[src/design/kmp_pkg.sv]
package kmp_pkg;

	localparam int MAX_PATTERN = 16;
	localparam int PIDX_W      = $clog2(MAX_PATTERN);
	localparam int LEN_W       = $clog2(MAX_PATTERN + 1);
	localparam int BYTE_W      = 8;
	localparam int CFG_W       = 64;
	localparam int CFG_IDX_W   = 2;
	localparam int CNT_W       = 32;

	typedef enum logic [CFG_IDX_W-1:0] {
		REG_PAT_LO  = 2'd0,
		REG_PAT_HI  = 2'd1,
		REG_PAT_LEN = 2'd2
	} reg_idx_t;

	typedef struct packed {
		logic              we;
		logic [PIDX_W-1:0] addr;
		logic [LEN_W-1:0]  data;
	} ft_wr_t;

endpackage

[src/design/kmp_stream_if.sv]
interface kmp_in_if;
	import kmp_pkg::*;

	logic              valid;
	logic              ready;
	logic [BYTE_W-1:0] data_byte;
	logic              stream_start;

	modport source(output valid, output data_byte, output stream_start, input ready);
	modport sink(input valid, input data_byte, input stream_start, output ready);
endinterface

interface kmp_out_if;
	import kmp_pkg::*;

	logic             valid;
	logic             ready;
	logic [LEN_W-1:0] progress;
	logic             match_found;
	logic [CNT_W-1:0] match_total;

	modport source(output valid, output progress, output match_found, output match_total,
		input ready);
	modport sink(input valid, input progress, input match_found, input match_total,
		output ready);
endinterface

[src/design/kmp_cmp.sv]
module kmp_cmp (
	input  logic [kmp_pkg::CFG_W-1:0]  pat_lo,
	input  logic [kmp_pkg::CFG_W-1:0]  pat_hi,
	input  logic [kmp_pkg::PIDX_W-1:0] idx,
	input  logic [kmp_pkg::BYTE_W-1:0] cur_byte,
	output logic [kmp_pkg::BYTE_W-1:0] sel_byte,
	output logic                       eq
);
	import kmp_pkg::*;

	logic [MAX_PATTERN-1:0][BYTE_W-1:0] pat_bytes;

	assign pat_bytes = {pat_hi, pat_lo};
	assign sel_byte  = pat_bytes[idx];
	assign eq        = (sel_byte == cur_byte);

endmodule

[src/design/kmp_ftab.sv]
module kmp_ftab (
	input  logic                       clk,
	input  kmp_pkg::ft_wr_t            wr,
	input  logic [kmp_pkg::PIDX_W-1:0] rd_idx,
	output logic [kmp_pkg::LEN_W-1:0]  rd_data
);
	import kmp_pkg::*;

	logic [LEN_W-1:0] tab_q [MAX_PATTERN];

	always_ff @(posedge clk) begin
		if (wr.we) begin
			tab_q[wr.addr] <= wr.data;
		end
	end

	// Entry zero is never written by the builder and always reads as zero.
	assign rd_data = (rd_idx == '0) ? '0 : tab_q[rd_idx];

endmodule

[src/design/kmp_stream_matcher.sv]
// Channel   Modport  Payload                                   Request
// in_ch     sink     data_byte[7:0], stream_start              one stream byte
// out_ch    source   progress[4:0], match_found, match_total   one result per byte
// cfg_*     write    cfg_index[1:0], cfg_data[63:0]            pattern registers
//
// An accepted byte walks ST_M_WALK, following failure links on a mismatch, passes ST_M_FALL
// on a full match, and waits in ST_M_DONE until the output register is free; the single byte
// compare unit and the one table read port set this. No new byte is taken meanwhile.
// A register write rebuilds the failure table in ST_B_LOAD and ST_B_WALK; no byte
// is accepted meanwhile. Reset leaves a one-byte pattern of zero, ready at once.
// A stalled result stays in the output register while the next byte is taken.
module kmp_stream_matcher (
	input  logic                          clk,
	input  logic                          arst_n,
	kmp_in_if.sink                        in_ch,
	kmp_out_if.source                     out_ch,
	input  logic                          cfg_we,
	input  logic [kmp_pkg::CFG_IDX_W-1:0] cfg_index,
	input  logic [kmp_pkg::CFG_W-1:0]     cfg_data
);
	import kmp_pkg::*;

	typedef enum logic [2:0] {
		ST_IDLE,
		ST_B_LOAD,
		ST_B_WALK,
		ST_M_WALK,
		ST_M_FALL,
		ST_M_DONE
	} state_t;

	state_t            state_q;
	logic [CFG_W-1:0]  pat_lo_q;
	logic [CFG_W-1:0]  pat_hi_q;
	logic [LEN_W-1:0]  pat_len_q;
	logic [LEN_W-1:0]  ptr_q;
	logic [LEN_W-1:0]  q_q;
	logic [BYTE_W-1:0] c_q;
	logic [LEN_W-1:0]  prog_q;
	logic [LEN_W-1:0]  shown_q;
	logic              found_q;
	logic [CNT_W-1:0]  cnt_q;
	logic              out_valid_q;
	logic [LEN_W-1:0]  out_prog_q;
	logic              out_found_q;
	logic [CNT_W-1:0]  out_total_q;

	logic [LEN_W-1:0]  len_eff;
	logic [LEN_W-1:0]  len_m1;
	logic [LEN_W-1:0]  ptr_m1;
	logic [LEN_W-1:0]  ptr_adv;
	logic [PIDX_W-1:0] cmp_idx;
	logic [BYTE_W-1:0] sel_byte;
	logic              eq;
	logic              walk_mis;
	logic [PIDX_W-1:0] ft_rd_idx;
	logic [LEN_W-1:0]  ft_rd;
	ft_wr_t            ft_wr;
	logic              in_acc;
	logic              cfg_hit;
	logic              out_free;
	logic              out_load;

	// A length of zero acts as one, and one above the table size as the table size.
	always_comb begin
		if (pat_len_q == '0) begin
			len_eff = LEN_W'(1);
		end else if (pat_len_q > LEN_W'(MAX_PATTERN)) begin
			len_eff = LEN_W'(MAX_PATTERN);
		end else begin
			len_eff = pat_len_q;
		end
	end

	assign len_m1    = len_eff - LEN_W'(1);
	assign ptr_m1    = ptr_q - LEN_W'(1);
	assign ptr_adv   = ptr_q + {{(LEN_W-1){1'b0}}, eq};
	assign cmp_idx   = (state_q == ST_B_LOAD) ? q_q[PIDX_W-1:0] : ptr_q[PIDX_W-1:0];
	assign walk_mis  = (ptr_q != '0) && !eq;
	assign ft_rd_idx = (state_q == ST_M_FALL) ? len_m1[PIDX_W-1:0] : ptr_m1[PIDX_W-1:0];
	assign in_acc    = in_ch.valid && in_ch.ready;
	assign cfg_hit   = cfg_we && (cfg_index == REG_PAT_LO || cfg_index == REG_PAT_HI ||
		cfg_index == REG_PAT_LEN);
	assign out_free  = !out_valid_q || out_ch.ready;
	assign out_load  = (state_q == ST_M_DONE) && out_free && !cfg_hit;

	assign ft_wr.we   = (state_q == ST_B_WALK) && !walk_mis;
	assign ft_wr.addr = q_q[PIDX_W-1:0];
	assign ft_wr.data = ptr_adv;

	kmp_cmp u_cmp (
		.pat_lo   (pat_lo_q),
		.pat_hi   (pat_hi_q),
		.idx      (cmp_idx),
		.cur_byte (c_q),
		.sel_byte (sel_byte),
		.eq       (eq)
	);

	kmp_ftab u_ftab (
		.clk     (clk),
		.wr      (ft_wr),
		.rd_idx  (ft_rd_idx),
		.rd_data (ft_rd)
	);

	always_ff @(posedge clk or negedge arst_n) begin
		if (!arst_n) begin
			state_q     <= ST_IDLE;
			pat_lo_q    <= '0;
			pat_hi_q    <= '0;
			pat_len_q   <= LEN_W'(1);
			ptr_q       <= '0;
			q_q         <= '0;
			c_q         <= '0;
			prog_q      <= '0;
			shown_q     <= '0;
			found_q     <= 1'b0;
			cnt_q       <= '0;
			out_valid_q <= 1'b0;
			out_prog_q  <= '0;
			out_found_q <= 1'b0;
			out_total_q <= '0;
		end else begin
			if (out_load) begin
				out_valid_q <= 1'b1;
			end else if (out_ch.ready) begin
				out_valid_q <= 1'b0;
			end
			if (cfg_hit) begin
				case (cfg_index)
					REG_PAT_LO:  pat_lo_q  <= cfg_data;
					REG_PAT_HI:  pat_hi_q  <= cfg_data;
					REG_PAT_LEN: pat_len_q <= cfg_data[LEN_W-1:0];
					default:     pat_len_q <= pat_len_q;
				endcase
				prog_q  <= '0;
				ptr_q   <= '0;
				q_q     <= LEN_W'(1);
				state_q <= ST_B_LOAD;
			end else begin
				case (state_q)
					ST_IDLE: begin
						if (in_acc) begin
							c_q <= in_ch.data_byte;
							if (in_ch.stream_start || prog_q >= len_eff) begin
								ptr_q <= '0;
							end else begin
								ptr_q <= prog_q;
							end
							state_q <= ST_M_WALK;
						end
					end
					ST_B_LOAD: begin
						if (q_q >= len_eff) begin
							state_q <= ST_IDLE;
						end else begin
							c_q     <= sel_byte;
							state_q <= ST_B_WALK;
						end
					end
					ST_B_WALK: begin
						if (walk_mis) begin
							ptr_q <= ft_rd;
						end else begin
							ptr_q   <= ptr_adv;
							q_q     <= q_q + LEN_W'(1);
							state_q <= ST_B_LOAD;
						end
					end
					ST_M_WALK: begin
						if (walk_mis) begin
							ptr_q <= ft_rd;
						end else begin
							shown_q <= ptr_adv;
							ptr_q   <= ptr_adv;
							if (ptr_adv == len_eff) begin
								found_q <= 1'b1;
								state_q <= ST_M_FALL;
							end else begin
								found_q <= 1'b0;
								state_q <= ST_M_DONE;
							end
						end
					end
					ST_M_FALL: begin
						// Fall back so that overlapping occurrences are still found.
						ptr_q   <= ft_rd;
						state_q <= ST_M_DONE;
					end
					ST_M_DONE: begin
						if (out_free) begin
							out_prog_q  <= shown_q;
							out_found_q <= found_q;
							out_total_q <= cnt_q + {{(CNT_W-1){1'b0}}, found_q};
							cnt_q       <= cnt_q + {{(CNT_W-1){1'b0}}, found_q};
							prog_q      <= ptr_q;
							state_q     <= ST_IDLE;
						end
					end
					default: begin
						state_q <= ST_IDLE;
					end
				endcase
			end
		end
	end

	assign in_ch.ready        = (state_q == ST_IDLE);
	assign out_ch.valid       = out_valid_q;
	assign out_ch.progress    = out_prog_q;
	assign out_ch.match_found = out_found_q;
	assign out_ch.match_total = out_total_q;

	a_one_at_a_time: assert property (@(posedge clk) disable iff (!arst_n)
		in_acc |=> !in_ch.ready)
		else $error("byte accepted while the previous one is still in work");

	a_found_is_full: assert property (@(posedge clk) disable iff (!arst_n)
		(out_ch.valid && out_ch.match_found) |-> (out_ch.progress == len_eff))
		else $error("match reported with progress short of the pattern length");

	a_prog_bound: assert property (@(posedge clk) disable iff (!arst_n)
		out_ch.valid |-> (out_ch.progress <= len_eff))
		else $error("progress beyond the pattern length");

	a_ft_bound: assert property (@(posedge clk) disable iff (!arst_n)
		ft_wr.we |-> (ft_wr.data <= q_q))
		else $error("failure link longer than its own prefix");

endmodule
[src/flat_wrapper.sv]
// flat-port wrapper written by rule: the top's interface ports become plain ports
module kmp_stream_matcher_flat import kmp_pkg::*;
  (clk, arst_n, cfg_we, cfg_index, cfg_data, in_ch_valid, in_ch_data_byte, in_ch_stream_start, in_ch_ready, out_ch_valid, out_ch_progress, out_ch_match_found, out_ch_match_total, out_ch_ready);
  kmp_in_if in_ch_i ();
  kmp_out_if out_ch_i ();
  input  logic clk;
  input  logic arst_n;
  input  logic cfg_we;
  input  logic [kmp_pkg::CFG_IDX_W-1:0] cfg_index;
  input  logic [kmp_pkg::CFG_W-1:0] cfg_data;
  input wire logic [$bits(in_ch_i.valid)-1:0] in_ch_valid;
  input wire logic [$bits(in_ch_i.data_byte)-1:0] in_ch_data_byte;
  input wire logic [$bits(in_ch_i.stream_start)-1:0] in_ch_stream_start;
  output wire logic [$bits(in_ch_i.ready)-1:0] in_ch_ready;
  output wire logic [$bits(out_ch_i.valid)-1:0] out_ch_valid;
  output wire logic [$bits(out_ch_i.progress)-1:0] out_ch_progress;
  output wire logic [$bits(out_ch_i.match_found)-1:0] out_ch_match_found;
  output wire logic [$bits(out_ch_i.match_total)-1:0] out_ch_match_total;
  input wire logic [$bits(out_ch_i.ready)-1:0] out_ch_ready;
  assign in_ch_i.valid = in_ch_valid;
  assign in_ch_i.data_byte = in_ch_data_byte;
  assign in_ch_i.stream_start = in_ch_stream_start;
  assign in_ch_ready = in_ch_i.ready;
  assign out_ch_valid = out_ch_i.valid;
  assign out_ch_progress = out_ch_i.progress;
  assign out_ch_match_found = out_ch_i.match_found;
  assign out_ch_match_total = out_ch_i.match_total;
  assign out_ch_i.ready = out_ch_ready;
  kmp_stream_matcher u_core (.clk(clk), .arst_n(arst_n), .in_ch(in_ch_i), .out_ch(out_ch_i), .cfg_we(cfg_we), .cfg_index(cfg_index), .cfg_data(cfg_data));
endmodule
[config.mk]
export PLATFORM = sky130hd
export DESIGN_NAME = kmp_stream_matcher_flat
export DESIGN_NICKNAME = d
export VERILOG_FILES = /design/src/design/kmp_pkg.sv /design/src/design/kmp_stream_if.sv /design/src/design/kmp_cmp.sv /design/src/design/kmp_ftab.sv /design/src/design/kmp_stream_matcher.sv /design/src/flat_wrapper.sv
export SDC_FILE = /design/constraint.sdc
export NUM_CORES = 1
export LEC_CHECK = 0
export BUFFER_PORTS_ARGS = -buffer_cell sky130_fd_sc_hd__buf_2
export CORE_MARGIN = 2
export CORE_UTILIZATION = 50
export CTS_CLUSTER_DIAMETER = 80
export DETAILED_ROUTE_END_ITERATION = 12
export PLACE_DENSITY_LB_ADDON = 0.2
export SYNTH_ARGS = -nofsm -noshare
export SYNTH_HDL_FRONTEND = slang
export SYNTH_SLANG_ARGS = --single-unit
[constraint.sdc]
create_clock -name clk -period 9.6 [get_ports clk]
set_clock_uncertainty 0.1 [all_clocks]
set_input_delay 2.88 -clock clk [delete_from_list [all_inputs] [get_ports clk]]
set_output_delay 2.88 -clock clk [all_outputs]
set_load 0.05 [all_outputs]
==> flow_summary.json <==
{
  "rr_startpoint": "u_core.q_q[1]",
  "drc": 0,
  "cp.buffers_inverters": 3,
  "antenna_cells": 0,
  "clock_sinks": 284,
  "vias_per_cell": 6.01,
  "synth.largest_area_cell": "dfrtp_1",
  "die_area_mm2": 0.0315,
  "max_freq_ghz": 0.147,
  "finalSetupViolCount": 0,
  "ctsHoldBuffers": 0,
  "grt_pass1_wl_um": 57400,
  "ant_nets": 0,
  "synth_cells": 1156,
  "clock_latency_ps": 560,
  "cap_violations": 0,
  "worstMarginPinSlew_ps": 1030,
  "path_cells": "buf_4 -> nor4bb_4 -> nor2_1 -> mux4_2 -> o21ai_0 -> o311ai_0 -> nor4_1 -> nand4_1 -> inv_2 -> ha_1 -> nand4_1 -> xnor2_1 -> buf_4 -> xnor2_1 -> nand3_1 -> nor3_1 -> nand2b_1 -> a21oi_1 -> a311oi_1 -> a221oi_1",
  "endpoint_kind": "flop",
  "hold_violations": 0,
  "worstSetupStartpoint": "u_core.q_q[1]",
  "final.period_utilization": 0.708,
  "antenna_found_initial": 0,
  "ys.flop_type": "dfrtp_1",
  "p_sw_mw": 1.90,
  "critPathTopFamily": "simple AND/OR/NAND/NOR gates",
  "clk_pin_slew_ps": 60,
  "rows": 63,
  "holdWs_ps": 376,
  "grt_usage": 0.235,
  "start_kind": "flop",
  "drive_above_1_share": 0.346,
  "yosys_register_bits": 284,
  "status": "finished clean",
  "synth_edf_count": 80,
  "fin_crit_ps": 6790,
  "first_pass_iters": 5,
  "seqPwrFrac": 0.346,
  "final_nets": 1351,
  "synth_area_mm2": 0.0150,
  "worstHoldPathType": "reg -> reg",
  "max_slew_margin": 0.297,
  "die_w_um": 177,
  "dp_hpwl_um": 25400,
  "routed_wl_um": 36400,
  "drt_iter0_drc": 651,
  "cts.path.max_buffers": 3,
  "path_class": "reg -> reg",
  "synthDistinctLibCells": 77,
  "p_total_mw": 4.98,
  "crit_fanout": 19,
  "final_max_slew_viol_count": 0,
  "switching_share": 0.381,
  "cts_tree": "done",
  "crit_slowest_cell": "dfrtp_1",
  "grt_overflow": 0,
  "synth_warnings": 0,
  "syn-num-nets": 1256,
  "design.core.area_mm2": 0.0296,
  "gp_routability_congestion": 0.954,
  "drt-met1-wl_um": 15800,
  "htree_levels": 1,
  "synth.top_cell.area_share": 0.338,
  "arrival_ps": 7130,
  "grt_max_degree": 127,
  "cp_slowest_stage_delay_ps": 910,
  "wl_per_cell_um": 21.9,
  "synthTopCellsByArea": "dfrtp_1 (34%), edfxtp_1 (16%), mux2_2 (12%)",
  "area_growth_pct": 12.8,
  "comb_power_share": 0.423,
  "wl_met3_um": 1680,
  "hold_start": "u_core.out_ch.match_total[31]",
  "layout_setup_ws_ps": 2810,
  "wl_met2_um": 17700,
  "die_y_um": 177,
  "grt_pass1_vias": 10000,
  "post-cts-setup-buffers": 0,
  "setup_tns_ps": 0,
  "highest_layer": "met4",
  "avgSynthCellArea_um2": 13.0,
  "place.port_buffers": 119,
  "cts-root-buf": "clkbuf_16",
  "post_cts_resized": 0,
  "async_flop_share": 0.718,
  "initial_core_util": 0.507,
  "yosysSeqAreaShare": 0.500,
  "place_ws_ps": 2970,
  "rsz0062_at_grt": "no",
  "cts_made_buffers": 30,
  "post-route-util": 0.572,
  "power.internal_mw": 3.08,
  "ioPinCount": 120,
  "powerDensity_mw_per_mm2": 294,
  "p_leak_nw": 7.07,
  "crit_required_ps": 9930,
  "vdd_ir_drop_max_uv": 153,
  "pwr-share-clk": 0.230,
  "num_vias": 10000
}
-- worst paths after layout --
check                                           endpoint  slack, ps  cells after the start
max                                    u_core.state_q[0]       2810                     20
min                        u_core.out_ch.match_total[31]        380                      1
max reg2reg                            u_core.state_q[0]       2810                     20
min reg2reg                u_core.out_ch.match_total[31]        380                      1
max in group asynchronous            u_core.pat_hi_q[13]       5450                      2
min in group asynchronous      u_core.out_ch.progress[1]       2350                      1
-- routing by layer --
metal | up-vias | global-route usage
li1 | 4563 | -
met1 | 5079 | 0.325
met2 | 291 | 0.391
met3 | 68 | 0.0274
met4 | 0 | 0.0765
met5 | - | 0
-- registers in the layout, summed over array words and instances, names as in the netlist, 5 cells and up --
name                       cells
u_core.pat_hi_q               64
u_core.u_ftab.tab_q           80
u_core.ptr_q                   5
u_core.pat_lo_q               64
u_core.c_q                     8
u_core.q_q                     5
u_core.pat_len_q               5
u_core.prog_q                  5
u_core.shown_q                 5
u_core.out_ch.progress         5
u_core.out_ch.match_total     32
-- through the flow --
step	std cells	area, um^2
6_report	1664	17000
3_3_place_gp	1609	16000
4_1_cts	1664	17000
3_5_place_dp	1609	16000
2_1_floorplan	1156	15000
5_1_grt	1664	17000
-- kinds of logic (layout without fill, tap and decap cells) --
group                      after synthesis  after routing  synth area share
AOI/OAI and AO/OA                      153            153            0.0729
xor gates and xnor gates                54             54            0.0315
adders and majority gates               20             20            0.0166
buffers and inverters                  104            222            0.0297
DFF                                    284            284             0.500
muxes                                  282            282             0.263
and+or+nand+nor                        259            259            0.0872
-- synthesized netlist by cell type (all sizes together) (3+ instances only) --
cell,instances
dfrtp,203
mux2,158
edfxtp,80
mux4,74
nand2,71
mux2i,50
nor2,45
clkbuf,43
xnor2,43
o21ai,40
nand3,37
buf,31
inv,30
ha,20
a21oi,19
nor3,19
nand2b,17
nand4,15
o211ai,15
and3,14
xor2,11
a211oi,9
a21o,9
a31oi,8
nor2b,8
a22oi,6
and2,6
a22o,5
nor4,5
and4,4
nand3b,4
o22ai,4
a2111oi,3
nor3b,3
o21a,3
o31ai,3
-- cells in the final DEF, fill, tap and decap left out, types with 4 or more instances in the layout --
cell       synthesis  layout
a211oi_1           8       8
a21o_1             9       9
a21oi_1           17      17
a22o_1             5       5
a22oi_1            6       6
a31oi_1            8       8
and2_1             6       6
and3_1            14      14
and4_1             4       4
buf_2             15     118
buf_4              2      18
clkbuf_1          43       4
clkbuf_16          0      30
clkbuf_8           0       5
clkinv_2           0       7
dfrtp_1          203     201
edfxtp_1          80      80
ha_1              20      20
inv_1             29      29
mux2_2           158     158
mux2i_1           50      50
mux4_2            74      74
nand2_1           71      71
nand2b_1          17      17
nand3_1           37      37
nand3b_1           4       4
nand4_1           15      15
nor2_1            45      45
nor2b_1            8       8
nor3_1            19      19
o211ai_1          15      15
o21ai_0           40      40
o22ai_1            4       4
xnor2_1           43      42
xor2_1            11      11
-- cell type report --
class / instances / area (um^2)
Clock buffer: 38 / 821
Clock inverter: 17 / 168
Fill cell: 2519 / 12700
Inverter: 30 / 113
Multi-Input combinational cell: 768 / 7120
Sequential cell: 284 / 7510
Tap cell: 390 / 488
Timing Repair Buffer: 137 / 739
-- power groups by stage --
stage,clock [mW],sequential (mW),combinational [mW]
6_report,1.15,1.72,2.11
5_1_grt,1.22,1.76,2.28
4_1_cts,1.17,1.72,2.11
3_5_place_dp,0,1.74,2.10
3_3_place_gp,0,1.74,2.10
2_1_floorplan,0,1.61,1.67
No activity file was read; power rests on OpenSTA's default activity.
